## config.mk

```make
export PLATFORM = sky130hd
export DESIGN_NAME = sd_spi_command_engine_core_flat
export DESIGN_NICKNAME = d
export VERILOG_FILES = /design/src/sdspi_pkg.sv /design/src/sdspi_req_if.sv /design/src/sdspi_res_if.sv /design/src/sd_spi_command_engine_core.sv /design/src/sdspi_engine.sv /design/src/flat_wrapper.sv
export SDC_FILE = /design/constraint.sdc
export NUM_CORES = 1
export LEC_CHECK = 0
export BUFFER_PORTS_ARGS = -buffer_cell sky130_fd_sc_hd__buf_2
export CAP_MARGIN = 25
export CELL_PAD_IN_SITES_DETAIL_PLACEMENT = 0
export CELL_PAD_IN_SITES_GLOBAL_PLACEMENT = 1
export CORE_ASPECT_RATIO = 0.5
export CORE_MARGIN = 10
export CORE_UTILIZATION = 49
export DETAILED_ROUTE_END_ITERATION = 7
export PLACE_DENSITY_LB_ADDON = 0.1
export SYNTH_ARGS = -nofsm -noshare
export SYNTH_HDL_FRONTEND = slang
export SYNTH_SLANG_ARGS = --single-unit
```

## constraint.sdc

```tcl
create_clock -name clk -period 3.6 [get_ports clk]
set_clock_uncertainty 0.1 [all_clocks]
set_input_delay 0.18 -clock clk [delete_from_list [all_inputs] [get_ports clk]]
set_output_delay 0.18 -clock clk [all_outputs]
set_load 0.1 [all_outputs]
```

## src/sdspi_pkg.sv

```systemverilog
// shared types, constants and the crc7 helper for the sd spi command engine
// no dependencies
package sdspi_pkg;

    localparam int POLL_LIMIT       = 2048;
    localparam int IDLE_CLOCK_BYTES = 32;

    localparam logic [2:0] OP_INIT  = 3'd0;
    localparam logic [2:0] OP_READ  = 3'd1;
    localparam logic [2:0] OP_WRITE = 3'd2;
    localparam logic [2:0] OP_CLOSE = 3'd3;
    localparam logic [2:0] OP_STOP  = 3'd4;
    localparam logic [2:0] OP_BYTE  = 3'd5;

    localparam logic [7:0] CMD0   = 8'h40;
    localparam logic [7:0] CMD1   = 8'h41;
    localparam logic [7:0] CMD8   = 8'h48;
    localparam logic [7:0] CMD12  = 8'h4C;
    localparam logic [7:0] CMD18  = 8'h52;
    localparam logic [7:0] CMD25  = 8'h59;
    localparam logic [7:0] ACMD41 = 8'h69;
    localparam logic [7:0] CMD55  = 8'h77;
    localparam logic [7:0] CMD58  = 8'h7A;

    localparam logic [31:0] ARG_CMD8    = 32'h0000_01AA;
    localparam logic [31:0] ARG_V2_55   = 32'h0000_FFFF;
    localparam logic [31:0] ARG_V2_41   = 32'h4030_0000;
    localparam logic [31:0] CLOSED_MARK = 32'hFFFF_FFFF;

    typedef struct packed {
        logic [2:0]  opcode;
        logic [31:0] sector_address;
        logic [15:0] block_count;
        logic        forced;
        logic [7:0]  card_byte;
    } req_t;

    typedef struct packed {
        logic [7:0] mosi_byte;
        logic       chip_select;
        logic       byte_pending;
        logic [3:0] status;
        logic       card_high_capacity;
    } res_t;

    // crc7 of the five command bytes, end bit set; only evaluated on constants
    function automatic logic [7:0] crc7_frame(input logic [7:0] cmd, input logic [31:0] arg);
        logic [39:0] m;
        logic [7:0]  c;
        logic        top;
        m = {cmd, arg};
        c = 8'h00;
        for (int i = 0; i < 5; i++)
        begin
            c = c ^ m[39 - 8 * i -: 8];
            for (int k = 0; k < 8; k++)
            begin
                top = c[7];
                c = {c[6:0], 1'b0};
                if (top)
                begin
                    c = c ^ 8'h12;
                end
            end
        end
        return {c[7:1], 1'b1};
    endfunction

    localparam logic [7:0] CRC_CMD0   = crc7_frame(CMD0, 32'd0);
    localparam logic [7:0] CRC_CMD1   = crc7_frame(CMD1, 32'd0);
    localparam logic [7:0] CRC_CMD8   = crc7_frame(CMD8, ARG_CMD8);
    localparam logic [7:0] CRC_V2_55  = crc7_frame(CMD55, ARG_V2_55);
    localparam logic [7:0] CRC_V2_41  = crc7_frame(ACMD41, ARG_V2_41);
    localparam logic [7:0] CRC_V1_55  = crc7_frame(CMD55, 32'd0);
    localparam logic [7:0] CRC_V1_41  = crc7_frame(ACMD41, 32'd0);
    localparam logic [7:0] CRC_CMD58  = crc7_frame(CMD58, 32'd0);

endpackage

```

## src/sdspi_req_if.sv

```systemverilog
// request channel: opcode, sector, count, stop flag and returned card word
// depends on nothing
interface sdspi_req_if;
    logic        valid;
    logic        ready;
    logic [2:0]  opcode;
    logic [31:0] sector_address;
    logic [15:0] block_count;
    logic        forced;
    logic [7:0]  card_byte;

    modport source (output valid, opcode, sector_address, block_count, forced, card_byte,
                    input ready);
    modport sink (input valid, opcode, sector_address, block_count, forced, card_byte,
                  output ready);
endinterface

```

## src/sdspi_res_if.sv

```systemverilog
// result channel: next link word, select, pending flag, status, capacity flag
// depends on nothing
interface sdspi_res_if;
    logic       valid;
    logic       ready;
    logic [7:0] mosi_byte;
    logic       chip_select;
    logic       byte_pending;
    logic [3:0] status;
    logic       card_high_capacity;

    modport source (output valid, mosi_byte, chip_select, byte_pending, status,
                    card_high_capacity, input ready);
    modport sink (input valid, mosi_byte, chip_select, byte_pending, status,
                  card_high_capacity, output ready);
endinterface

```

## src/sd_spi_command_engine_core.sv

```systemverilog
// a request word is registered in the input stage, its result word in the result register
// throughput: one request or card word per cycle while the result channel accepts, set by the single-step sequencer
// a held result does not block intake while the input stage is free
// reset (rst_n low, async): sequencer idle, card not initialized, no read session open
// top level: input stage, sequencer, result register; depends on sdspi_pkg and the channel ifs
module sd_spi_command_engine_core import sdspi_pkg::*;
(
    input  logic clk,
    input  logic rst_n,
    sdspi_req_if.sink   req,
    sdspi_res_if.source res
);

    logic s1_valid_reg;
    req_t s1_reg;
    logic out_valid_reg;
    res_t out_reg;
    logic advance;
    logic eng_valid;
    res_t eng_res;

    assign advance   = s1_valid_reg && (!out_valid_reg || res.ready);
    assign req.ready = !s1_valid_reg || advance;

    sdspi_engine u_engine (
        .clk       (clk),
        .rst_n     (rst_n),
        .step_en   (advance),
        .item      (s1_reg),
        .res_valid (eng_valid),
        .result    (eng_res)
    );

    always_ff @(posedge clk or negedge rst_n)
    begin
        if (!rst_n)
        begin
            s1_valid_reg  <= 1'b0;
            out_valid_reg <= 1'b0;
        end
        else
        begin
            if (req.valid && req.ready)
            begin
                s1_valid_reg <= 1'b1;
            end
            else if (advance)
            begin
                s1_valid_reg <= 1'b0;
            end
            if (advance)
            begin
                out_valid_reg <= eng_valid;
            end
            else if (res.ready)
            begin
                out_valid_reg <= 1'b0;
            end
        end
    end

    // payload registers
    always_ff @(posedge clk)
    begin
        if (req.valid && req.ready)
        begin
            s1_reg.opcode         <= req.opcode;
            s1_reg.sector_address <= req.sector_address;
            s1_reg.block_count    <= req.block_count;
            s1_reg.forced         <= req.forced;
            s1_reg.card_byte      <= req.card_byte;
        end
        if (advance && eng_valid)
        begin
            out_reg <= eng_res;
        end
    end

    assign res.valid              = out_valid_reg;
    assign res.mosi_byte          = out_reg.mosi_byte;
    assign res.chip_select        = out_reg.chip_select;
    assign res.byte_pending       = out_reg.byte_pending;
    assign res.status             = out_reg.status;
    assign res.card_high_capacity = out_reg.card_high_capacity;

endmodule

```

## src/sdspi_engine.sv

```systemverilog
// command sequencer state and one-step next-state logic
// depends on sdspi_pkg
module sdspi_engine import sdspi_pkg::*;
(
    input  logic clk,
    input  logic rst_n,
    input  logic step_en,
    input  req_t item,
    output logic res_valid,
    output res_t result
);

    typedef enum logic [4:0] {
        PH_IDLE, PH_I_CLOSE, PH_I_CLOCKS, PH_I_CMD0, PH_I_CMD8, PH_I_CMD8_TAIL,
        PH_I2_CMD55, PH_I2_CMD41, PH_I2_CMD58, PH_I2_OCR,
        PH_I1_CMD55, PH_I1_CMD41, PH_I1L_CMD55, PH_I1L_CMD41, PH_I1L_CMD1,
        PH_S_CMD0, PH_R_CLOSE, PH_R_CMD18, PH_W_CMD25, PH_C_CMD12
    } phase_t;

    localparam logic [3:0] ST_OK        = 4'd0;
    localparam logic [3:0] ST_CMD0      = 4'd1;
    localparam logic [3:0] ST_CMD8      = 4'd2;
    localparam logic [3:0] ST_V2_55     = 4'd3;
    localparam logic [3:0] ST_V2_41     = 4'd4;
    localparam logic [3:0] ST_V2_TMO    = 4'd5;
    localparam logic [3:0] ST_CMD58     = 4'd6;
    localparam logic [3:0] ST_V1_55     = 4'd7;
    localparam logic [3:0] ST_V1_41     = 4'd8;
    localparam logic [3:0] ST_V1L_55    = 4'd9;
    localparam logic [3:0] ST_V1L_41    = 4'd10;
    localparam logic [3:0] ST_V1_TMO    = 4'd11;
    localparam logic [3:0] ST_READ      = 4'd12;
    localparam logic [3:0] ST_WRITE     = 4'd13;

    localparam logic [11:0] POLL_MAX  = 12'(POLL_LIMIT);
    localparam logic [11:0] CLOCK_MAX = 12'(IDLE_CLOCK_BYTES - 1);

    phase_t      phase_reg, phase_next;
    logic [3:0]  byte_index_reg, byte_index_next;
    logic [11:0] poll_count_reg, poll_count_next;
    logic [11:0] loop_count_reg, loop_count_next;
    logic [47:0] frame_reg, frame_next;
    logic [7:0]  last_resp_reg, last_resp_next;
    logic        version_two_reg, version_two_next;
    logic        high_cap_reg, high_cap_next;
    logic        initialized_reg, initialized_next;
    logic [31:0] next_sector_reg, next_sector_next;
    logic [31:0] req_sector_reg, req_sector_next;
    logic [15:0] req_count_reg, req_count_next;

    logic        do_emit, emit_cs;
    logic [7:0]  emit_mosi;
    logic        do_fin;
    logic [3:0]  fin_status;
    logic        do_send, snd_fast;
    phase_t      snd_phase;
    logic [7:0]  snd_cmd, snd_crc;
    logic [31:0] snd_arg;
    logic        do_resp, do_after8, do_v2, do_v1;
    logic [7:0]  b;
    logic [3:0]  bi_inc;

    function automatic logic [31:0] media_addr(input logic hc, input logic [31:0] s);
        return hc ? s : {s[22:0], 9'd0};
    endfunction

    always_comb
    begin
        phase_next       = phase_reg;
        byte_index_next  = byte_index_reg;
        poll_count_next  = poll_count_reg;
        loop_count_next  = loop_count_reg;
        frame_next       = frame_reg;
        last_resp_next   = last_resp_reg;
        version_two_next = version_two_reg;
        high_cap_next    = high_cap_reg;
        initialized_next = initialized_reg;
        next_sector_next = next_sector_reg;
        req_sector_next  = req_sector_reg;
        req_count_next   = req_count_reg;
        res_valid  = 1'b0;
        do_emit    = 1'b0;
        emit_cs    = 1'b0;
        emit_mosi  = 8'hFF;
        do_fin     = 1'b0;
        fin_status = ST_OK;
        do_send    = 1'b0;
        snd_fast   = 1'b0;
        snd_phase  = PH_IDLE;
        snd_cmd    = CMD0;
        snd_arg    = 32'd0;
        snd_crc    = 8'hFF;
        do_resp    = 1'b0;
        do_after8  = 1'b0;
        do_v2      = 1'b0;
        do_v1      = 1'b0;
        b          = item.card_byte;
        bi_inc     = byte_index_reg + 4'd1;

        unique case (item.opcode)
            OP_INIT:
            begin
                res_valid = 1'b1;
                initialized_next = 1'b0;
                high_cap_next = 1'b0;
                version_two_next = 1'b0;
                if (next_sector_reg != CLOSED_MARK)
                begin
                    next_sector_next = CLOSED_MARK;
                    do_send = 1'b1; snd_phase = PH_I_CLOSE; snd_cmd = CMD12; snd_fast = 1'b1;
                end
                else
                begin
                    phase_next = PH_I_CLOCKS;
                    loop_count_next = 12'd0;
                    do_emit = 1'b1;
                end
            end
            OP_READ:
            begin
                res_valid = 1'b1;
                if (item.sector_address == next_sector_reg)
                begin
                    next_sector_next = next_sector_reg + 32'(item.block_count);
                    do_fin = 1'b1;
                end
                else
                begin
                    req_sector_next = item.sector_address;
                    req_count_next = item.block_count;
                    do_send = 1'b1; snd_fast = 1'b1;
                    if (next_sector_reg != CLOSED_MARK)
                    begin
                        next_sector_next = CLOSED_MARK;
                        snd_phase = PH_R_CLOSE; snd_cmd = CMD12;
                    end
                    else
                    begin
                        snd_phase = PH_R_CMD18; snd_cmd = CMD18;
                        snd_arg = media_addr(high_cap_reg, item.sector_address);
                    end
                end
            end
            OP_WRITE:
            begin
                res_valid = 1'b1;
                do_send = 1'b1; snd_fast = 1'b1; snd_phase = PH_W_CMD25; snd_cmd = CMD25;
                snd_arg = media_addr(high_cap_reg, item.sector_address);
            end
            OP_CLOSE:
            begin
                res_valid = 1'b1;
                if (next_sector_reg != CLOSED_MARK)
                begin
                    next_sector_next = CLOSED_MARK;
                    do_send = 1'b1; snd_fast = 1'b1; snd_phase = PH_C_CMD12; snd_cmd = CMD12;
                end
                else
                begin
                    do_fin = 1'b1;
                end
            end
            OP_STOP:
            begin
                res_valid = 1'b1;
                if (!item.forced && !initialized_reg)
                begin
                    do_fin = 1'b1;
                end
                else
                begin
                    loop_count_next = 12'd1;
                    do_send = 1'b1; snd_phase = PH_S_CMD0; snd_cmd = CMD0; snd_crc = CRC_CMD0;
                end
            end
            OP_BYTE:
            begin
                if (phase_reg != PH_IDLE)
                begin
                    res_valid = 1'b1;
                    case (phase_reg)
                        PH_I_CLOCKS:
                        begin
                            if (loop_count_reg < CLOCK_MAX)
                            begin
                                loop_count_next = loop_count_reg + 12'd1;
                                do_emit = 1'b1;
                            end
                            else
                            begin
                                loop_count_next = 12'd1;
                                do_send = 1'b1; snd_phase = PH_I_CMD0;
                                snd_cmd = CMD0; snd_crc = CRC_CMD0;
                            end
                        end
                        PH_I_CMD8_TAIL:
                        begin
                            if (byte_index_reg < 4'd4)
                            begin
                                byte_index_next = bi_inc;
                                do_emit = 1'b1;
                            end
                            else
                            begin
                                do_after8 = 1'b1;
                            end
                        end
                        PH_I2_OCR:
                        begin
                            if (byte_index_reg == 4'd0 && b[6])
                            begin
                                high_cap_next = 1'b1;
                            end
                            if (byte_index_reg < 4'd3)
                            begin
                                byte_index_next = bi_inc;
                                do_emit = 1'b1; emit_cs = 1'b1;
                            end
                            else
                            begin
                                next_sector_next = 32'd1;
                                initialized_next = 1'b1;
                                do_fin = 1'b1;
                            end
                        end
                        default:
                        begin
                            if (byte_index_reg < 4'd8)
                            begin
                                byte_index_next = bi_inc;
                                do_emit = 1'b1; emit_cs = 1'b1;
                                case (bi_inc)
                                    4'd1:    emit_mosi = frame_reg[47:40];
                                    4'd2:    emit_mosi = frame_reg[39:32];
                                    4'd3:    emit_mosi = frame_reg[31:24];
                                    4'd4:    emit_mosi = frame_reg[23:16];
                                    4'd5:    emit_mosi = frame_reg[15:8];
                                    4'd6:    emit_mosi = frame_reg[7:0];
                                    default: emit_mosi = 8'hFF;
                                endcase
                            end
                            else if (byte_index_reg == 4'd8)
                            begin
                                if (b == 8'hFF)
                                begin
                                    byte_index_next = 4'd9;
                                    poll_count_next = 12'd0;
                                    do_emit = 1'b1; emit_cs = 1'b1;
                                end
                                else
                                begin
                                    do_resp = 1'b1;
                                end
                            end
                            else if (b == 8'hFF && poll_count_reg < POLL_MAX)
                            begin
                                poll_count_next = poll_count_reg + 12'd1;
                                do_emit = 1'b1; emit_cs = 1'b1;
                            end
                            else
                            begin
                                do_resp = 1'b1;
                            end
                        end
                    endcase
                end
            end
            default:
            begin
                res_valid = 1'b0;
            end
        endcase

        // card answered or poll ran out: decide next step of the sequence
        if (do_resp)
        begin
            case (phase_reg)
                PH_I_CLOSE:
                begin
                    phase_next = PH_I_CLOCKS;
                    loop_count_next = 12'd0;
                    do_emit = 1'b1;
                end
                PH_I_CMD0, PH_S_CMD0:
                begin
                    if (b == 8'h01)
                    begin
                        if (phase_reg == PH_S_CMD0)
                        begin
                            do_fin = 1'b1;
                        end
                        else
                        begin
                            do_send = 1'b1; snd_phase = PH_I_CMD8; snd_cmd = CMD8;
                            snd_arg = ARG_CMD8; snd_crc = CRC_CMD8;
                        end
                    end
                    else if (loop_count_reg < 12'd2)
                    begin
                        loop_count_next = loop_count_reg + 12'd1;
                        do_send = 1'b1; snd_phase = phase_reg; snd_cmd = CMD0; snd_crc = CRC_CMD0;
                    end
                    else
                    begin
                        do_fin = 1'b1; fin_status = ST_CMD0;
                    end
                end
                PH_I_CMD8:
                begin
                    last_resp_next = b;
                    byte_index_next = 4'd0;
                    phase_next = PH_I_CMD8_TAIL;
                    do_emit = 1'b1;
                end
                PH_I2_CMD55:
                begin
                    if (b == 8'hFF)
                    begin
                        do_fin = 1'b1; fin_status = ST_V2_55;
                    end
                    else if (b != 8'h01)
                    begin
                        loop_count_next = loop_count_reg + 12'd1;
                        do_v2 = 1'b1;
                    end
                    else
                    begin
                        do_send = 1'b1; snd_phase = PH_I2_CMD41; snd_cmd = ACMD41;
                        snd_arg = ARG_V2_41; snd_crc = CRC_V2_41;
                    end
                end
                PH_I2_CMD41:
                begin
                    if (b == 8'hFF)
                    begin
                        do_fin = 1'b1; fin_status = ST_V2_41;
                    end
                    else if (b != 8'h00)
                    begin
                        loop_count_next = loop_count_reg + 12'd1;
                        do_v2 = 1'b1;
                    end
                    else
                    begin
                        do_send = 1'b1; snd_phase = PH_I2_CMD58; snd_cmd = CMD58;
                        snd_crc = CRC_CMD58;
                    end
                end
                PH_I2_CMD58:
                begin
                    if (b == 8'hFF)
                    begin
                        do_fin = 1'b1; fin_status = ST_CMD58;
                    end
                    else
                    begin
                        phase_next = PH_I2_OCR;
                        byte_index_next = 4'd0;
                        do_emit = 1'b1; emit_cs = 1'b1;
                    end
                end
                PH_I1_CMD55:
                begin
                    if (b == 8'hFF)
                    begin
                        do_fin = 1'b1; fin_status = ST_V1_55;
                    end
                    else
                    begin
                        do_send = 1'b1; snd_phase = PH_I1_CMD41; snd_cmd = ACMD41;
                        snd_crc = CRC_V1_41;
                    end
                end
                PH_I1_CMD41:
                begin
                    if (b == 8'hFF)
                    begin
                        do_fin = 1'b1; fin_status = ST_V1_41;
                    end
                    else
                    begin
                        last_resp_next = b;
                        loop_count_next = 12'd0;
                        do_v1 = 1'b1;
                    end
                end
                PH_I1L_CMD55:
                begin
                    last_resp_next = b;
                    if (b == 8'hFF)
                    begin
                        do_fin = 1'b1; fin_status = ST_V1L_55;
                    end
                    else if (b != 8'h01)
                    begin
                        loop_count_next = loop_count_reg + 12'd1;
                        do_v1 = 1'b1;
                    end
                    else
                    begin
                        do_send = 1'b1; snd_phase = PH_I1L_CMD41; snd_cmd = ACMD41;
                        snd_crc = CRC_V1_41;
                    end
                end
                PH_I1L_CMD41, PH_I1L_CMD1:
                begin
                    last_resp_next = b;
                    if (b == 8'hFF && phase_reg == PH_I1L_CMD41)
                    begin
                        do_fin = 1'b1; fin_status = ST_V1L_41;
                    end
                    else if (b != 8'h00)
                    begin
                        loop_count_next = loop_count_reg + 12'd1;
                        do_v1 = 1'b1;
                    end
                    else
                    begin
                        next_sector_next = 32'd1;
                        initialized_next = 1'b1;
                        do_fin = 1'b1;
                    end
                end
                PH_R_CLOSE:
                begin
                    do_send = 1'b1; snd_fast = 1'b1; snd_phase = PH_R_CMD18; snd_cmd = CMD18;
                    snd_arg = media_addr(high_cap_reg, req_sector_reg);
                end
                PH_R_CMD18:
                begin
                    do_fin = 1'b1;
                    if (b != 8'h00)
                    begin
                        fin_status = ST_READ;
                    end
                    else
                    begin
                        next_sector_next = req_sector_reg + 32'(req_count_reg);
                    end
                end
                PH_W_CMD25:
                begin
                    do_fin = 1'b1;
                    fin_status = (b != 8'h00) ? ST_WRITE : ST_OK;
                end
                default:
                begin
                    do_fin = 1'b1;
                end
            endcase
        end

        if (do_after8)
        begin
            if (last_resp_reg == 8'hFF)
            begin
                do_fin = 1'b1; fin_status = ST_CMD8;
            end
            else
            begin
                if (last_resp_reg != 8'h05)
                begin
                    version_two_next = 1'b1;
                end
                loop_count_next = 12'd0;
                if (version_two_next)
                begin
                    do_v2 = 1'b1;
                end
                else
                begin
                    do_send = 1'b1; snd_phase = PH_I1_CMD55; snd_cmd = CMD55;
                    snd_crc = CRC_V1_55;
                end
            end
        end

        if (do_v2)
        begin
            if (loop_count_next >= POLL_MAX)
            begin
                do_fin = 1'b1; fin_status = ST_V2_TMO;
            end
            else
            begin
                do_send = 1'b1; snd_phase = PH_I2_CMD55; snd_cmd = CMD55;
                snd_arg = ARG_V2_55; snd_crc = CRC_V2_55;
            end
        end

        if (do_v1)
        begin
            if (loop_count_next >= POLL_MAX)
            begin
                do_fin = 1'b1; fin_status = ST_V1_TMO;
            end
            else if (last_resp_next == 8'h00)
            begin
                do_send = 1'b1; snd_phase = PH_I1L_CMD55; snd_cmd = CMD55; snd_crc = CRC_V1_55;
            end
            else
            begin
                do_send = 1'b1; snd_phase = PH_I1L_CMD1; snd_cmd = CMD1; snd_crc = CRC_CMD1;
            end
        end

        result.mosi_byte          = emit_mosi;
        result.chip_select        = emit_cs;
        result.byte_pending       = 1'b1;
        result.status             = ST_OK;
        result.card_high_capacity = high_cap_next;
        if (do_send)
        begin
            frame_next      = {snd_cmd, snd_arg, snd_fast ? 8'hFF : snd_crc};
            phase_next      = snd_phase;
            byte_index_next = 4'd0;
            poll_count_next = 12'd0;
            result.mosi_byte   = 8'hFF;
            result.chip_select = 1'b1;
        end
        else if (do_fin)
        begin
            phase_next      = PH_IDLE;
            byte_index_next = 4'd0;
            poll_count_next = 12'd0;
            result.mosi_byte    = 8'hFF;
            result.chip_select  = 1'b0;
            result.byte_pending = 1'b0;
            result.status       = fin_status;
        end
        else if (!do_emit)
        begin
            result.chip_select = 1'b0;
        end
    end

    always_ff @(posedge clk or negedge rst_n)
    begin
        if (!rst_n)
        begin
            phase_reg       <= PH_IDLE;
            byte_index_reg  <= 4'd0;
            poll_count_reg  <= 12'd0;
            loop_count_reg  <= 12'd0;
            frame_reg       <= 48'd0;
            last_resp_reg   <= 8'd0;
            version_two_reg <= 1'b0;
            high_cap_reg    <= 1'b0;
            initialized_reg <= 1'b0;
            next_sector_reg <= CLOSED_MARK;
            req_sector_reg  <= 32'd0;
            req_count_reg   <= 16'd0;
        end
        else if (step_en)
        begin
            phase_reg       <= phase_next;
            byte_index_reg  <= byte_index_next;
            poll_count_reg  <= poll_count_next;
            loop_count_reg  <= loop_count_next;
            frame_reg       <= frame_next;
            last_resp_reg   <= last_resp_next;
            version_two_reg <= version_two_next;
            high_cap_reg    <= high_cap_next;
            initialized_reg <= initialized_next;
            next_sector_reg <= next_sector_next;
            req_sector_reg  <= req_sector_next;
            req_count_reg   <= req_count_next;
        end
    end

    a_fin_idles: assert property (@(posedge clk) disable iff (!rst_n)
        step_en && res_valid && !result.byte_pending |=> phase_reg == PH_IDLE)
        else $error("finished word did not return sequencer to idle");

    a_idle_byte_silent: assert property (@(posedge clk) disable iff (!rst_n)
        step_en && item.opcode == OP_BYTE && phase_reg == PH_IDLE |-> !res_valid)
        else $error("card word while idle produced a result");

    a_fin_word: assert property (@(posedge clk) disable iff (!rst_n)
        res_valid && !result.byte_pending |-> result.mosi_byte == 8'hFF && !result.chip_select)
        else $error("finished word carries link data");

    a_poll_bound: assert property (@(posedge clk) disable iff (!rst_n)
        poll_count_reg <= POLL_MAX && loop_count_reg <= POLL_MAX)
        else $error("poll or loop counter beyond limit");

endmodule
```

## src/flat_wrapper.sv

```systemverilog
// flat-port wrapper written by rule: the top's interface ports become plain ports
module sd_spi_command_engine_core_flat import sdspi_pkg::*;
  (clk, rst_n, req_valid, req_opcode, req_sector_address, req_block_count, req_forced, req_card_byte, req_ready, res_valid, res_mosi_byte, res_chip_select, res_byte_pending, res_status, res_card_high_capacity, res_ready);
  sdspi_req_if req_i ();
  sdspi_res_if res_i ();
  input  logic clk;
  input  logic rst_n;
  input wire logic [$bits(req_i.valid)-1:0] req_valid;
  input wire logic [$bits(req_i.opcode)-1:0] req_opcode;
  input wire logic [$bits(req_i.sector_address)-1:0] req_sector_address;
  input wire logic [$bits(req_i.block_count)-1:0] req_block_count;
  input wire logic [$bits(req_i.forced)-1:0] req_forced;
  input wire logic [$bits(req_i.card_byte)-1:0] req_card_byte;
  output wire logic [$bits(req_i.ready)-1:0] req_ready;
  output wire logic [$bits(res_i.valid)-1:0] res_valid;
  output wire logic [$bits(res_i.mosi_byte)-1:0] res_mosi_byte;
  output wire logic [$bits(res_i.chip_select)-1:0] res_chip_select;
  output wire logic [$bits(res_i.byte_pending)-1:0] res_byte_pending;
  output wire logic [$bits(res_i.status)-1:0] res_status;
  output wire logic [$bits(res_i.card_high_capacity)-1:0] res_card_high_capacity;
  input wire logic [$bits(res_i.ready)-1:0] res_ready;
  assign req_i.valid = req_valid;
  assign req_i.opcode = req_opcode;
  assign req_i.sector_address = req_sector_address;
  assign req_i.block_count = req_block_count;
  assign req_i.forced = req_forced;
  assign req_i.card_byte = req_card_byte;
  assign req_ready = req_i.ready;
  assign res_valid = res_i.valid;
  assign res_mosi_byte = res_i.mosi_byte;
  assign res_chip_select = res_i.chip_select;
  assign res_byte_pending = res_i.byte_pending;
  assign res_status = res_i.status;
  assign res_card_high_capacity = res_i.card_high_capacity;
  assign res_i.ready = res_ready;
  sd_spi_command_engine_core u_core (.clk(clk), .rst_n(rst_n), .req(req_i), .res(res_i));
endmodule
```

== Word level (Yosys, flattened, before mapping) ==
Cells that the tools add are included.

* $add $sub $neg: 5
* $mul: 0
* Div/mod/pow operators: 0
* Magnitude comparators: 7
* Equality and inequality tests: 40
* Shifts and indexed selects: 0
* Muxes and demuxes: 288
* Bitwise logic cells: 5
* Reductions and logical operators: 39

{| class="wikitable"
|+ Operators with widths
! operator !! count
|-
| 32-bit 2-to-1 mux || 20
|-
| 8-bit 2-to-1 mux || 38
|-
| 12-bit 2-to-1 mux || 25
|-
| 32-bit case mux with 3 select lines || 2
|-
| 5-bit 2-to-1 mux || 29
|-
| 32-bit case mux with 2 select lines || 2
|-
| 1-bit 2-to-1 mux || 106
|-
| 4-bit 2-to-1 mux || 25
|-
| 8-bit case mux with 5 select lines || 2
|-
| 12-bit case mux with 6 select lines || 1
|-
| 32-bit by 16-bit adder with 32-bit output || 2
|-
| 5-bit case mux with 6 select lines || 2
|-
| 8-bit case mux with 6 select lines || 1
|-
| 5-bit by 4-bit == test with 1-bit output (second input constant) || 8
|-
| 4-bit case mux with 10 select lines || 1
|-
| 12-bit case mux with 3 select lines || 1
|-
| 32-bit == test || 1
|-
| 32-bit != test (second input constant) || 1
|-
| 5-bit case mux with 3 select lines || 2
|-
| 7-bit 2-to-1 mux || 4
|-
| 12-bit by 1-bit adder with 12-bit output (second input constant) || 2
|-
| 5-bit by 3-bit == test with 1-bit output (second input constant) || 4
|-
| 8-bit == test (second input constant) || 2
|-
| 8-bit case mux with 2 select lines || 1
|-
| 55 further kinds || 102
|}

* Bits in registers: 249
* Latch bits: 0
* Memory bits (writable): 0
* ROM bits: 0
* Input port bits: 64
* Word-level logic and storage cells: 408
* Memories: 0

== Depth between registers and ports, before layout ==
Gate-level depths: netlist of run 1.

* Depth in word-level cells: 18
* Depth in mapped cells: 12
* Depth with buffers taken out: 10

== By module ==
Synthesis of run 1 repeated with hierarchy kept, for this count alone.

* Cells, all modules: 1690
* Area total of the unflattened synthesis: 15934.0 um^2

{| class="wikitable"
|+ By module, submodules not included
! module !! instances !! cells an instance !! area each (um^2) !! seq. area each (um^2)
|-
| sdspi_engine || 1 || 1605 || 13570.5 || 4294.1
|-
| sd_spi_command_engine_core || 1 || 85 || 2363.5 || 2302.2
|}

== Least setup slack after synthesis of run 1 ==
OpenSTA, ideal clock, no wires.

* Path type: flip-flop to flip-flop
* Start point: register u_core.out_valid_reg, in the netlist u_core.res.valid
* End point: register u_core.s1_reg[0] (netlist bit), enable pin
* Setup time: 424 ps
* Arrival time: 3280 ps
* Required time: 3076 ps
* Setup slack: -204 ps
* Cell stages (with the launch flop): 3
* Buffers on the path: 0
* Clock period less this slack: 3804 ps
* Cell sequence: dfrtp_1 nand3b_1 and2_1

* Longest elaborated chain between the ends: 5

{| class="wikitable"
|+ RTL lines
! what !! line !! text
|-
| from (decl) || sd_spi_command_engine_core.sv:16 || <nowiki>logic out_valid_reg;</nowiki>
|-
| from (signal assigned) || sd_spi_command_engine_core.sv:53 || <nowiki>out_valid_reg <= eng_valid;</nowiki>
|-
| 1-bit logical NOT || sd_spi_command_engine_core.sv:22 || <nowiki>assign advance = s1_valid_reg && (!out_valid_reg || res.ready);</nowiki>
|-
| 1-bit logical OR || sd_spi_command_engine_core.sv:22 ||
|-
| 1-bit logical AND || sd_spi_command_engine_core.sv:22 ||
|-
| 1-bit logical OR || sd_spi_command_engine_core.sv:23 || <nowiki>assign req.ready = !s1_valid_reg || advance;</nowiki>
|-
| named net req_ready || flat_wrapper.sv:14 || <nowiki>output wire logic [$bits(req_i.ready)-1:0] req_ready;</nowiki>
|-
| 1-bit logical AND || sd_spi_command_engine_core.sv:65 || <nowiki>if (req.valid && req.ready)</nowiki>
|-
| to (decl) || sd_spi_command_engine_core.sv:15 || <nowiki>req_t s1_reg;</nowiki>
|}

The timed path passes the listed nets, and every way through them passes these cells.
A chain may end at the register's enable or synchronous reset.

== Final worst setup path of run 1 ==
* Start point: register u_core.u_engine.next_sector_reg[6]
* End point: register u_core.u_engine.next_sector_reg[23]

* Longest elaborated chain between the ends: 8
* Elaborated cells between the ends (all ways): 11
* Classes of those cells: add/sub (1); eq/ne (2); mux (8)

{| class="wikitable"
|+ RTL lines
! what !! line !! text
|-
| from (decl) || sdspi_engine.sv:47 || <nowiki>logic [31:0] next_sector_reg, next_sector_next;</nowiki>
|-
| from (signal assigned) || sdspi_engine.sv:565 || <nowiki>next_sector_reg <= next_sector_next;</nowiki>
|-
| parallel branches: the longest is 3 deep, another holds 32-bit by 16-bit adder with 32-bit output || n/a ||
|-
| 32-bit case mux with 3 select lines (*) || sdspi_engine.sv:100 || <nowiki>unique case (item.opcode)</nowiki>
|-
| 32-bit 2-to-1 mux || sdspi_engine.sv:412 || <nowiki>else if (b != 8'h00)</nowiki>
|-
| 32-bit 2-to-1 mux || sdspi_engine.sv:408 || <nowiki>if (b == 8'hFF && phase_reg == PH_I1L_CMD41)</nowiki>
|-
| 32-bit case mux with 2 select lines || sdspi_engine.sv:277 || <nowiki>case (phase_reg)</nowiki>
|-
| 32-bit 2-to-1 mux (*) || sdspi_engine.sv:275 || <nowiki>if (do_resp)</nowiki>
|}

Every way passes the cells marked *.

==> results by group, run 1 <==
Finish
  – Non-filler instance count after layout: 2368
  – Share of layout cells above drive strength 1: 0.2159
  – Leading cell types in the layout, fill and taps excluded: dfrtp_1, nand2_1, buf_4, nor2_1, o21ai_0
  – Most common cell after layout, fill and taps aside: dfrtp_1
  – Growth of design area from synthesis to finish: 18.76%
  – Filler instances: 2821
  – Util after Layout: 0.5879
  – Max reg flops: 60
  – Number of nets in the final layout: ~2000
  – Antenna diode instance count: 0

Detailed routing
  – Ratio of routed vias to standard cells: 6.664
  – Drt drc: 0
  – Routed met1 length: 27330 um
  – Iter 0 DRT Violations: 1807
  – Detail Route Antenna Nets: 0
  – Detailed-route wire length: approximately 63000 um
  – Met2 wire length: 28080 um
  – Met3 routed WL: 5974 um
  – Top metal layer carrying routed signals: met5
  – Routed WL per cell: ~27 um
  – First-pass detailed-route iteration total: 6
  – Detailed-route via count: 15781

Setup path
  – Startpoint of the worst-slack reg-to-reg timing path: u_core.u_engine.next_sector_reg[6]
  – Category of the critical setup timing path: reg2reg
  – Largest stage delay, worst path: 0.61 ns
  – Arr. time, crit path: 3.88 ns
  – Type of element capturing the critical path: flop
  – Startpoint types: flop
  – Highest-delay cell along the critical path: dfstp_2
  – Worst-path fanout max: 6
  – Cell-by-cell listing of the critical path: ha_1 > a21o_1 > or3_1 > o211ai_1 > a211oi_1 > or3_1 > a41oi_1 > o21ai_0 > a41oi_1
  – Req. time, crit path: 4.00 ns
  – Critical path buffers and inverters: 0
  – Critical Path Start: u_core.u_engine.next_sector_reg[6]
  – Dominant delay contributor by cell family on the critical path: compound AO/OA/AOI/OAI gates

STA
  – Post-layout min period: 3.481 ns
  – Hold_ws: 0.1077 ns
  – Final count of hold timing violations: 0
  – Pin slew with the least headroom to its limit: 1.006 ns
  – Crit share post-route: 0.9668
  – Final worst setup slack: 0.1195 ns
  – Timing-limited maximum frequency: approximately 0.29 GHz
  – Sum of negative setup slack: 0 ns
  – Worst relative slew slack: 0.3240
  – Unrepaired setup endpoints after global routing: no
  – Final Max Slew Viols: 0
  – Final-report setup violation count: 0

Power
  – Cell area power density: 581.9 nW/um2
  – Leakage: 7.555 nW
  – Max IR drop VDD: 668.5 uV

Run
  – Max-cap violations: 0

Clocking
  – Latest clock arrival within the worst-skew pair: 0.59 ns
  – Clock Pin Slew Worst Setup and Hold Paths: roughly 0.07 ns
  – CTS root buffer: clkbuf_16
  – Number of H-tree levels: 1
  – Inserted Clock Buffers: 25
  – Buffer depth of the longest clock path: 3
  – Number of clock sinks: 247
  – TritonCTS clock tree: yes

Global routing
  – Antenna violations before repair: 3
  – Overall track demand over capacity in global routing: 0.2991
  – Maximum number of pins on one net before global-route repair: 64
  – Total overflow reported by the global router: 0
  – Wire length of the first global-routing pass: 96030 um
  – Vias in the first global route: between 15000 and 20000

Die
  – Die width: 278.2 um
  – Die H: 149.1 um
  – Number of top-level pins: 81
  – Standard cell core area: 32990 um2
  – Cell row count: 47
  – Die area: between 40000 and 50000 um2
  – Initial cell density of the core: 0.4951

Synth
  – Simple-gate share of the synthesized area: 0.1972
  – Xor/xnor share of the synthesized area: 0.03907
  – Area of the mapped netlist: 16330 um2
  – Primary flip-flop cell chosen by synthesis mapping: dfrtp_1
  – Ys async rst share: 0.6964
  – Count of flip-flops with a built-in enable after synthesis: 75
  – Cell variety after synth: roughly 100
  – Sequential element share of the synthesized area: 0.4039
  – Mux share of post-synthesis cell area: 0.06995
  – Post-Synth Adder-Cell Area: 0.03447
  – Average instance area after synthesis: 9.613 um2
  – Top cells by area in the synthesized netlist: dfrtp_1, edfxtp_1, dfstp_2
  – Number of nets in the synthesized netlist: 1806
  – Synthesized-area fraction occupied by ao, oa, aoi and oai cells: 0.2207
  – Number of synthesized register bits: 247
  – Instance count of the mapped netlist: 1699
  – Largest family of logic cells by synthesized area: compound AO/OA/AOI/OAI gates
  – Yosys warning count: 0
  – Area leader, netlist: dfrtp_1
  – Area share of the largest cell type after synthesis: 0.2145

Status
  – Run status: finished clean

Place
  – Placed wire-length estimate after detailed placement: 48080 um
  – IO Port Bufs: 80
  – Post-place setup slack: around 0.12 ns
  – Cell count after placement: about 2300
  – Placer's final routability congestion estimate: between 1 and 1.5

Worst hold path
  – Path category of the worst min-delay check: in2async
power breakdown:
group	internal, mW	switching [mW]	total, mW
registers	3.44	0.746	4.19
logic	1.73	2.61	4.34
clock network	1.52	1.24	2.76
routing by layer:
layer | vias up | GRT usage
li1 | 6941 | -
met4 | 2 | 0.09543
met1 | 7844 | 0.4018
met3 | 139 | 0.07417
met2 | 855 | 0.4689
met5 | - | 0
cells in the mapped netlist (9+ instances only):
library cell,number
o221ai_1,28
nor2_1,110
nor4_1,29
a32oi_1,12
o211ai_1,11
a21oi_1,82
clkbuf_1,50
a22oi_1,25
nand3_1,52
edfxtp_1,75
or3_1,19
and3_1,32
buf_2,24
mux2i_1,50
inv_1,27
o21ai_0,102
nand4_1,45
dfstp_2,32
a31oi_2,10
a31oi_1,23
a211oi_1,18
nand2_1,140
nor3b_1,10
a41oi_1,10
xnor2_1,26
and2_1,17
a21o_1,21
nor2b_1,13
o22a_1,14
buf_4,9
o31ai_1,18
o22ai_1,23
ha_1,41
nand3b_1,9
dfrtp_1,140
o21a_1,31
nand2b_1,20
mux2_2,57
nor3_1,40
xor2_1,45
cell families after synthesis:
| logic type | Yosys count |
|---|---|
| fa+ha+maj | 44 |
| xor+xnor | 72 |
| simple gates | 597 |
| flops | 247 |
| buf+inv | 124 |
| compound gates | 508 |
| mux | 107 |
what timing repair did:
| action | in CTS | in global routing |
|---|---|---|
| resized for setup | 0 | 5 |
| endpoints found under the hold margin | 118 | 0 |
| hold buffers | 64 | 0 |
| setup endpoints to repair | 0 | 45 |
| setup buffers | 0 | 2 |
path summary, 6_finish.rpt:
| kind | to | slack (ns) | depth (start not counted) |
|---|---|---|---|
| worst min register to register | u_core.u_engine.frame_reg[43] | 0.40 | 2 |
| min in group clk | u_core.s1_reg[25] | 0.20 | 2 |
| worst min-delay path | u_core.u_engine.last_resp_reg[3] | 0.11 | 2 |
| max in group asynchronous | u_core.u_engine.next_sector_reg[28] | 2.28 | 3 |
| worst max-delay path | u_core.u_engine.next_sector_reg[23] | 0.12 | 9 |
| worst max register to register | u_core.u_engine.next_sector_reg[23] | 0.12 | 9 |
area by class of cell:
type	count	area (um2)	area share
Sequential cell	247	6598	0.3401
Clock buffer	26	639.4	0.03296
Clock inverter	20	203.9	0.01051
Inverter	28	105.1	0.005419
Timing Repair Buffer	278	2091	0.1078
Tap cell	441	551.8	0.02845
Multi-Input combinational cell	1328	9208	0.4747
metrics by stage:
stage | cell area, um2 | total power, mW
2_1_floorplan | 16330 | 6.799
4_1_cts | 19360 | 11.14
6_report | 19400 | 11.29
3_5_place_dp | 17880 | 8.333
5_1_grt | 19400 | 11.77
3_3_place_gp | 17870 | 8.249
Note: power is estimated with default switching activity, not from simulation.
==> inputs of run 2 (changes only) <==
==> constraint.sdc (replaced) <==
create_clock -name clk -period 3.6 [get_ports clk]
set_clock_uncertainty 0.1 [all_clocks]
set_input_delay 0.36 -clock clk [delete_from_list [all_inputs] [get_ports clk]]
set_output_delay 0.36 -clock clk [all_outputs]
set_load 0.1 [all_outputs]
==> results by group, run 2 (synthesis results as in run 1) <==
Status
  – Run status: finished clean (unchanged)

Die
  – Standard cell core area: 32990 um2 (unchanged)
  – Die H: 149.1 um (unchanged)
  – Initial cell density of the core: 0.4951 (unchanged)
  – Cell row count: 47 (unchanged)
  – Die width: 278.2 um (unchanged)
  – Number of top-level pins: 81 (unchanged)
  – Die area: 41480 um2 (unchanged)

Power
  – Clock power share: 0.243 (was 0.245)
  – Max IR drop VDD: 534.8 uV (was 668.5 uV)
  – Switching power as a share of total power: 0.4054 (was 0.4069)
  – Power share of the combinational group: 0.385 (was 0.384)
  – Relative contribution of sequential cells to total power: 0.372 (was 0.371)
  – Overall power consumption: 11.28 mW (was 11.29 mW)
  – Cell area power density: 580.2 nW/um2 (was 581.9 nW/um2)
  – Pint: 6.705 mW (was 6.695 mW)
  – Leakage: 7.577 nW (was 7.555 nW)
  – NetSw: 4.571 mW (was 4.593 mW)

Finish
  – Share of layout cells above drive strength 1: 0.2125 (was 0.2159)
  – Number of nets in the final layout: 2017 (was 2015)
  – Util after Layout: 0.5891 (was 0.5879)
  – Leading cell types in the layout, fill and taps excluded: dfrtp_1, nand2_1, buf_4, nor2_1, o21ai_0 (unchanged)
  – Growth of design area from synthesis to finish: 19.00% (was 18.76%)
  – Most common cell after layout, fill and taps aside: dfrtp_1 (unchanged)
  – Max reg flops: 60 (unchanged)

Clocking
  – TritonCTS clock tree: yes (unchanged)
  – Clock Pin Slew Worst Setup and Hold Paths: 0.08 ns (was 0.07 ns)
  – Inserted Clock Buffers: 25 (unchanged)
  – Number of H-tree levels: 1 (unchanged)
  – Latest clock arrival within the worst-skew pair: 0.58 ns (was 0.59 ns)
  – Buffer depth of the longest clock path: 3 (unchanged)
  – Number of clock sinks: 247 (unchanged)
  – CTS root buffer: clkbuf_16 (unchanged)

Detailed routing
  – Routed WL per cell: 26.61 um (was 26.81 um)
  – Iter 0 DRT Violations: 1973 (was 1807)
  – Drt drc: 0 (unchanged)
  – Detail Route Antenna Nets: 0 (unchanged)
  – Routed met1 length: 27060 um (was 27330 um)
  – Top metal layer carrying routed signals: met4 (was met5)
  – Met3 routed WL: 6000 um (was 5974 um)
  – Met2 wire length: 27940 um (was 28080 um)
  – Detailed-route wire length: 63100 um (was 63490 um)
  – Ratio of routed vias to standard cells: 6.625 (was 6.664)
  – Detailed-route via count: 15709 (was 15781)
  – First-pass detailed-route iteration total: 7 (was 6)

Global routing
  – Overall track demand over capacity in global routing: 0.2970 (was 0.2991)
  – Vias in the first global route: 15362 (was 15501)
  – Antenna violations before repair: 2 (was 3)
  – Total overflow reported by the global router: 0 (unchanged)
  – Wire length of the first global-routing pass: 95670 um (was 96030 um)
  – Maximum number of pins on one net before global-route repair: 65 (was 64)

Worst hold path
  – Path category of the worst min-delay check: in2reg (was in2async)
  – Cell depth of the worst hold path: 3

Setup path
  – Highest-delay cell along the critical path: or4b_1 (was dfstp_2)
  – Cell-by-cell listing of the critical path: or4b_1 > nor2_4 > o21ai_1 > a211o_1 > a211oi_4 > and2_1 > buf_4 > nand3_1 > a32oi_1 (was ha_1 > a21o_1 > or3_1 > o211ai_1 > a211oi_1 > or3_1 > a41oi_1 > o21ai_0 > a41oi_1)
  – Arr. time, crit path: 3.88 ns (about the same)
  – Largest stage delay, worst path: 0.65 ns (was 0.61 ns)
  – Startpoint types: flop (unchanged)
  – Category of the critical setup timing path: reg2reg (unchanged)
  – Req. time, crit path: 3.98 ns (was 4.00 ns)
  – Type of element capturing the critical path: flop (unchanged)
  – Number of cell instances on the worst register-to-register path: 9 (unchanged)
  – Worst-path fanout max: 7 (was 6)

STA
  – Worst relative slew slack: 0.3275 (was 0.3240)
  – Post-layout min period: 3.505 ns (was 3.481 ns)
  – Final-report setup violation count: 0 (unchanged)
  – Unrepaired setup endpoints after global routing: no (unchanged)
  – Final count of hold timing violations: 0 (unchanged)
  – Final Max Slew Viols: 0 (unchanged)
  – Timing-limited maximum frequency: 0.2853 GHz (was 0.2873 GHz)
  – Sum of negative setup slack: 0 ns (unchanged)
  – Pin slew with the least headroom to its limit: 1.001 ns (was 1.006 ns)
  – Hold_ws: 0.03790 ns (was 0.1077 ns)
  – Crit share post-route: 0.9736 (was 0.9668)

Place
  – Placer's final routability congestion estimate: 1.032 (was 1.039)
  – Placed wire-length estimate after detailed placement: 47590 um (was 48080 um)
  – IO Port Bufs: 80 (unchanged)

Run
  – Max-cap violations: 0 (unchanged)
==> run 2: worst max-delay path: cells and delay by family (launching register included) <==
kind / cells / cell delay [ns]
AND/OR/NAND/NOR: 4 / 1.39
AO/OA/AOI/OAI: 4 / 1.15
flip-flops: 1 / 0.57
buffers and inverters: 1 / 0.19
==> run 2: per-stage QoR <==
step | std cells | setup WS, ns | cell area (um2)
2_1_floorplan | 1699 | 0.2650 | 16330
3_3_place_gp | 2261 | 0.1195 | 17950
3_5_place_dp | 2261 | 0.1458 | 17950
4_1_cts | 2370 | 0.07744 | 19420
5_1_grt | 2370 | 0.005883 | 19430
6_report | 2371 | 0.09504 | 19430
==> run 2: repair_timing <==
action / in CTS / in global routing
setup buffers: 0 / 0
hold buffers: 63 / 0
hold endpoints to repair: 117 / 0
setup endpoints to repair: 0 / 50
gates resized for setup: 0 / 2
==> run 2: final timing paths <==
| kind | startpoint | end | slack [ns] |
|---|---|---|---|
| min in group asynchronous | rst_n | u_core.u_engine.last_resp_reg[6] | 0.25 |
| max in group asynchronous | rst_n | u_core.u_engine.high_cap_reg | 1.96 |
| worst min-delay path | res_ready | u_core.res.valid | 0.04 |
| worst min register to register | u_core.u_engine.frame_reg[43] | u_core.u_engine.frame_reg[43] | 0.39 |
| worst max-delay path | u_core.s1_reg[6] | u_core.u_engine.phase_reg[1] | 0.1 |
| worst max register to register | u_core.s1_reg[6] | u_core.u_engine.phase_reg[1] | 0.1 |
==> run 2: final cells by class <==
cell class / instances / area [um2]
Antenna cell: 1 / 2.502
Clock buffer: 37 / 742.0
Clock inverter: 9 / 95.09
Fill cell: 2870 / 13560
Inverter: 28 / 105.1
Multi-Input combinational cell: 1328 / 9200
Sequential cell: 247 / 6598
Tap cell: 441 / 551.8
Timing Repair Buffer: 280 / 2141
==> run 2: layer usage <==
metal,vias up,global-route usage
li1,6949,-
met1,7743,0.4074
met4,0,0.09084
met2,864,0.4723
met3,153,0.05387
met5,-,0
==> run 2: power by group through the flow <==
| stage | clock, mW | combinational, mW | sequential [mW] |
|---|---|---|---|
| after floorplan | 0 | 2.87 | 3.93 |
| after global placement | 0 | 4.11 | 4.18 |
| after detailed placement | 0 | 4.16 | 4.20 |
| after CTS | 2.77 | 4.24 | 4.15 |
| after global routing | 2.87 | 4.70 | 4.23 |
| final | 2.74 | 4.34 | 4.20 |
==> inputs of run 3 (changes only) <==
--- a/constraint.sdc
+++ b/constraint.sdc
@@ -3,3 +3,3 @@
 set_input_delay 0.36 -clock clk [delete_from_list [all_inputs] [get_ports clk]]
 set_output_delay 0.36 -clock clk [all_outputs]
-set_load 0.1 [all_outputs]
+set_load 0.005 [all_outputs]
==> results by group, run 3 (synthesis results as in run 1) <==
Status
  – Run status: finished clean (unchanged)

Power
  – Pint: 6.569 mW (was 6.705 mW)
  – Switching power as a share of total power: 0.4032 (was 0.4054)
  – Relative contribution of sequential cells to total power: 0.377 (was 0.372)
  – Max IR drop VDD: 553.1 uV (was 534.8 uV)
  – Power share of the combinational group: 0.384 (was 0.385)
  – Cell area power density: 569.9 nW/um2 (was 580.2 nW/um2)
  – Clock power share: 0.239 (was 0.243)
  – Leakage: 7.475 nW (was 7.577 nW)
  – NetSw: 4.438 mW (was 4.571 mW)

Place
  – IO Port Bufs: 80 (unchanged)
  – Post-place setup slack: 0.08483 ns (was 0.1458 ns)
  – Placer's final routability congestion estimate: 1.013 (was 1.032)
  – Placed wire-length estimate after detailed placement: 46850 um (was 47590 um)
  – Cell count after placement: 2242 (was 2261)

Global routing
  – Met2 Track Usage GR: 0.4640 (was 0.4723)
  – Overall track demand over capacity in global routing: 0.2944 (was 0.2970)
  – Wire length of the first global-routing pass: 94800 um (was 95670 um)
  – Antenna violations before repair: 1 (was 2)
  – Total overflow reported by the global router: 0 (unchanged)
  – Most used routing layer in global routing: met2 (unchanged)
  – Met3 layer usage reported by global route: 0.05856 (was 0.05387)
  – Vias in the first global route: 15214 (was 15362)
  – Maximum number of pins on one net before global-route repair: 94 (was 65)
  – Global-route met1 utilization: 0.4059 (was 0.4074)

Setup path
  – Worst-path fanout max: 11 (was 7)
  – Critical Path Start: u_core.u_engine.req_sector_reg[6] (was u_core.s1_reg[6])
  – Category of the critical setup timing path: reg2reg (unchanged)
  – Largest stage delay, worst path: 0.59 ns (was 0.65 ns)
  – Cell-by-cell listing of the critical path: ha_1 > o21a_1 > o31ai_1 > a221oi_1 > nor3_1 > o21a_1 > or3_1 > a21oi_1 > o22a_1 (was or4b_1 > nor2_4 > o21ai_1 > a211o_1 > a211oi_4 > and2_1 > buf_4 > nand3_1 > a32oi_1)
  – Highest-delay cell along the critical path: a221oi_1 (was or4b_1)
  – Arr. time, crit path: 3.87 ns (was 3.88 ns)
  – Type of element capturing the critical path: flop (unchanged)
  – Startpoint of the worst-slack reg-to-reg timing path: u_core.u_engine.req_sector_reg[6] (was u_core.s1_reg[6])
  – Startpoint types: flop (unchanged)
  – Most prevalent standard cell on the critical path: o21a_1
  – Req. time, crit path: 4.03 ns (was 3.98 ns)
  – Setup slack of the most critical reg-to-reg path: 0.16 ns (was 0.1 ns)

Finish
  – Antenna diode instance count: 0 (was 1)
  – Max reg flops: 60 (unchanged)
  – Growth of design area from synthesis to finish: 18.25% (was 19.00%)
  – Most common cell after layout, fill and taps aside: dfrtp_1 (unchanged)
  – Share of layout cells above drive strength 1: 0.2062 (was 0.2125)
  – Util after Layout: 0.5854 (was 0.5891)
  – Non-filler instance count after layout: 2352 (was 2371)
  – Number of nets in the final layout: 2000 (was 2017)
  – Leading cell types in the layout, fill and taps excluded: dfrtp_1, nand2_1, buf_4, nor2_1, o21ai_0 (unchanged)

Detailed routing
  – Iter 0 DRT Violations: 2006 (was 1973)
  – Detailed-route wire length: 62870 um (was 63100 um)
  – Routed WL per cell: 26.73 um (was 26.61 um)
  – First-pass detailed-route iteration total: 6 (was 7)
  – Detailed-route via count: 15635 (was 15709)
  – Drt drc: 0 (unchanged)
  – Detail Route Antenna Nets: 0 (unchanged)
  – Ratio of routed vias to standard cells: 6.648 (was 6.625)

Worst hold path
  – Path category of the worst min-delay check: in2reg (unchanged)
  – Start point of the worst min-delay path: res_ready (unchanged)

Clocking
  – CTS root buffer: clkbuf_16 (unchanged)
  – Clock Pin Slew Worst Setup and Hold Paths: 0.08 ns (about the same)
  – Buffer depth of the longest clock path: 3 (unchanged)
  – Number of clock sinks: 247 (unchanged)
  – TritonCTS clock tree: yes (unchanged)
  – Latest clock arrival within the worst-skew pair: 0.58 ns (about the same)
  – Inserted Clock Buffers: 24 (was 25)
  – Number of H-tree levels: 1 (unchanged)

Die
  – Initial cell density of the core: 0.4951 (unchanged)
  – Die area: 41480 um2 (unchanged)
  – Standard cell core area: 32990 um2 (unchanged)
  – Cell row count: 47 (unchanged)
  – Die width: 278.2 um (unchanged)
  – Die H: 149.1 um (unchanged)
  – Number of top-level pins: 81 (unchanged)

Run
  – Max-cap violations: 0 (unchanged)

STA
  – Final Max Slew Viols: 0 (unchanged)
  – Final count of hold timing violations: 0 (unchanged)
  – Hold_ws: 0.03705 ns (was 0.03790 ns)
  – Final worst setup slack: 0.1598 ns (was 0.09504 ns)
  – Post-layout min period: 3.440 ns (was 3.505 ns)
  – Pin slew with the least headroom to its limit: 1.087 ns (was 1.001 ns)
  – Timing-limited maximum frequency: 0.2907 GHz (was 0.2853 GHz)
  – Crit share post-route: 0.9556 (was 0.9736)
  – Final-report setup violation count: 0 (unchanged)
  – Unrepaired setup endpoints after global routing: no (unchanged)
  – Sum of negative setup slack: 0 ns (unchanged)
  – Worst relative slew slack: 0.2697 (was 0.3275)
-- run 3: worst paths after layout --
| kind | to | cells after the start |
|---|---|---|
| max | u_core.u_engine.next_sector_reg[17] | 9 |
| min | u_core.s1_valid_reg | 3 |
| max reg2reg | u_core.u_engine.next_sector_reg[17] | 9 |
| min reg2reg | u_core.u_engine.frame_reg[5] | 1 |
| max in group asynchronous | u_core.u_engine.next_sector_reg[31] | 4 |
| min in group asynchronous | u_core.u_engine.phase_reg[0] | 2 |
-- run 3: layout make-up --
class / count / area, um2
timing repair buffer: 264 / 2063
inverter: 28 / 105.1
tap: 441 / 551.8
clock buffer: 29 / 629.4
sequential: 247 / 6598
clock inverter: 15 / 167.7
multi-input combinational: 1328 / 9198
fill: 2814 / 13680
-- run 3: power groups by stage --
stage | registers, mW | logic (mW) | clock network (mW)
2_1_floorplan | 3.83 | 2.86 | 0
3_3_place_gp | 4.15 | 3.97 | 0
3_5_place_dp | 4.16 | 4.03 | 0
4_1_cts | 4.11 | 4.12 | 2.66
5_1_grt | 4.19 | 4.54 | 2.78
6_report | 4.15 | 4.22 | 2.63
-- run 3: per-stage QoR --
step | area, um2 | total power, mW
4_1_cts | 19250 | 10.89
3_5_place_dp | 17830 | 8.196
5_1_grt | 19310 | 11.51
6_report | 19310 | 11.01
2_1_floorplan | 16330 | 6.688
3_3_place_gp | 17830 | 8.118
-- run 3: timing repair --
action	in CTS	in global routing
endpoints found under the setup margin	0	25
buffers inserted	0	3
resized for setup	0	4
hold endpoints to repair	120	0
hold buffers	62	0
-- run 3: worst max-delay path, delay by kind of cell (launching register included) --
kind            cells  cell delay [ns]
fa+ha+maj           1             0.38
compound gates      6             1.86
simple gates        2             0.57
flops               1             0.46
-- run 3: metal layers --
metal	wire length (um)	part of all wire
met1	27260	0.43
met2	27940	0.44
met3	5821	0.093
met4	1846	0.029
met5	0	0
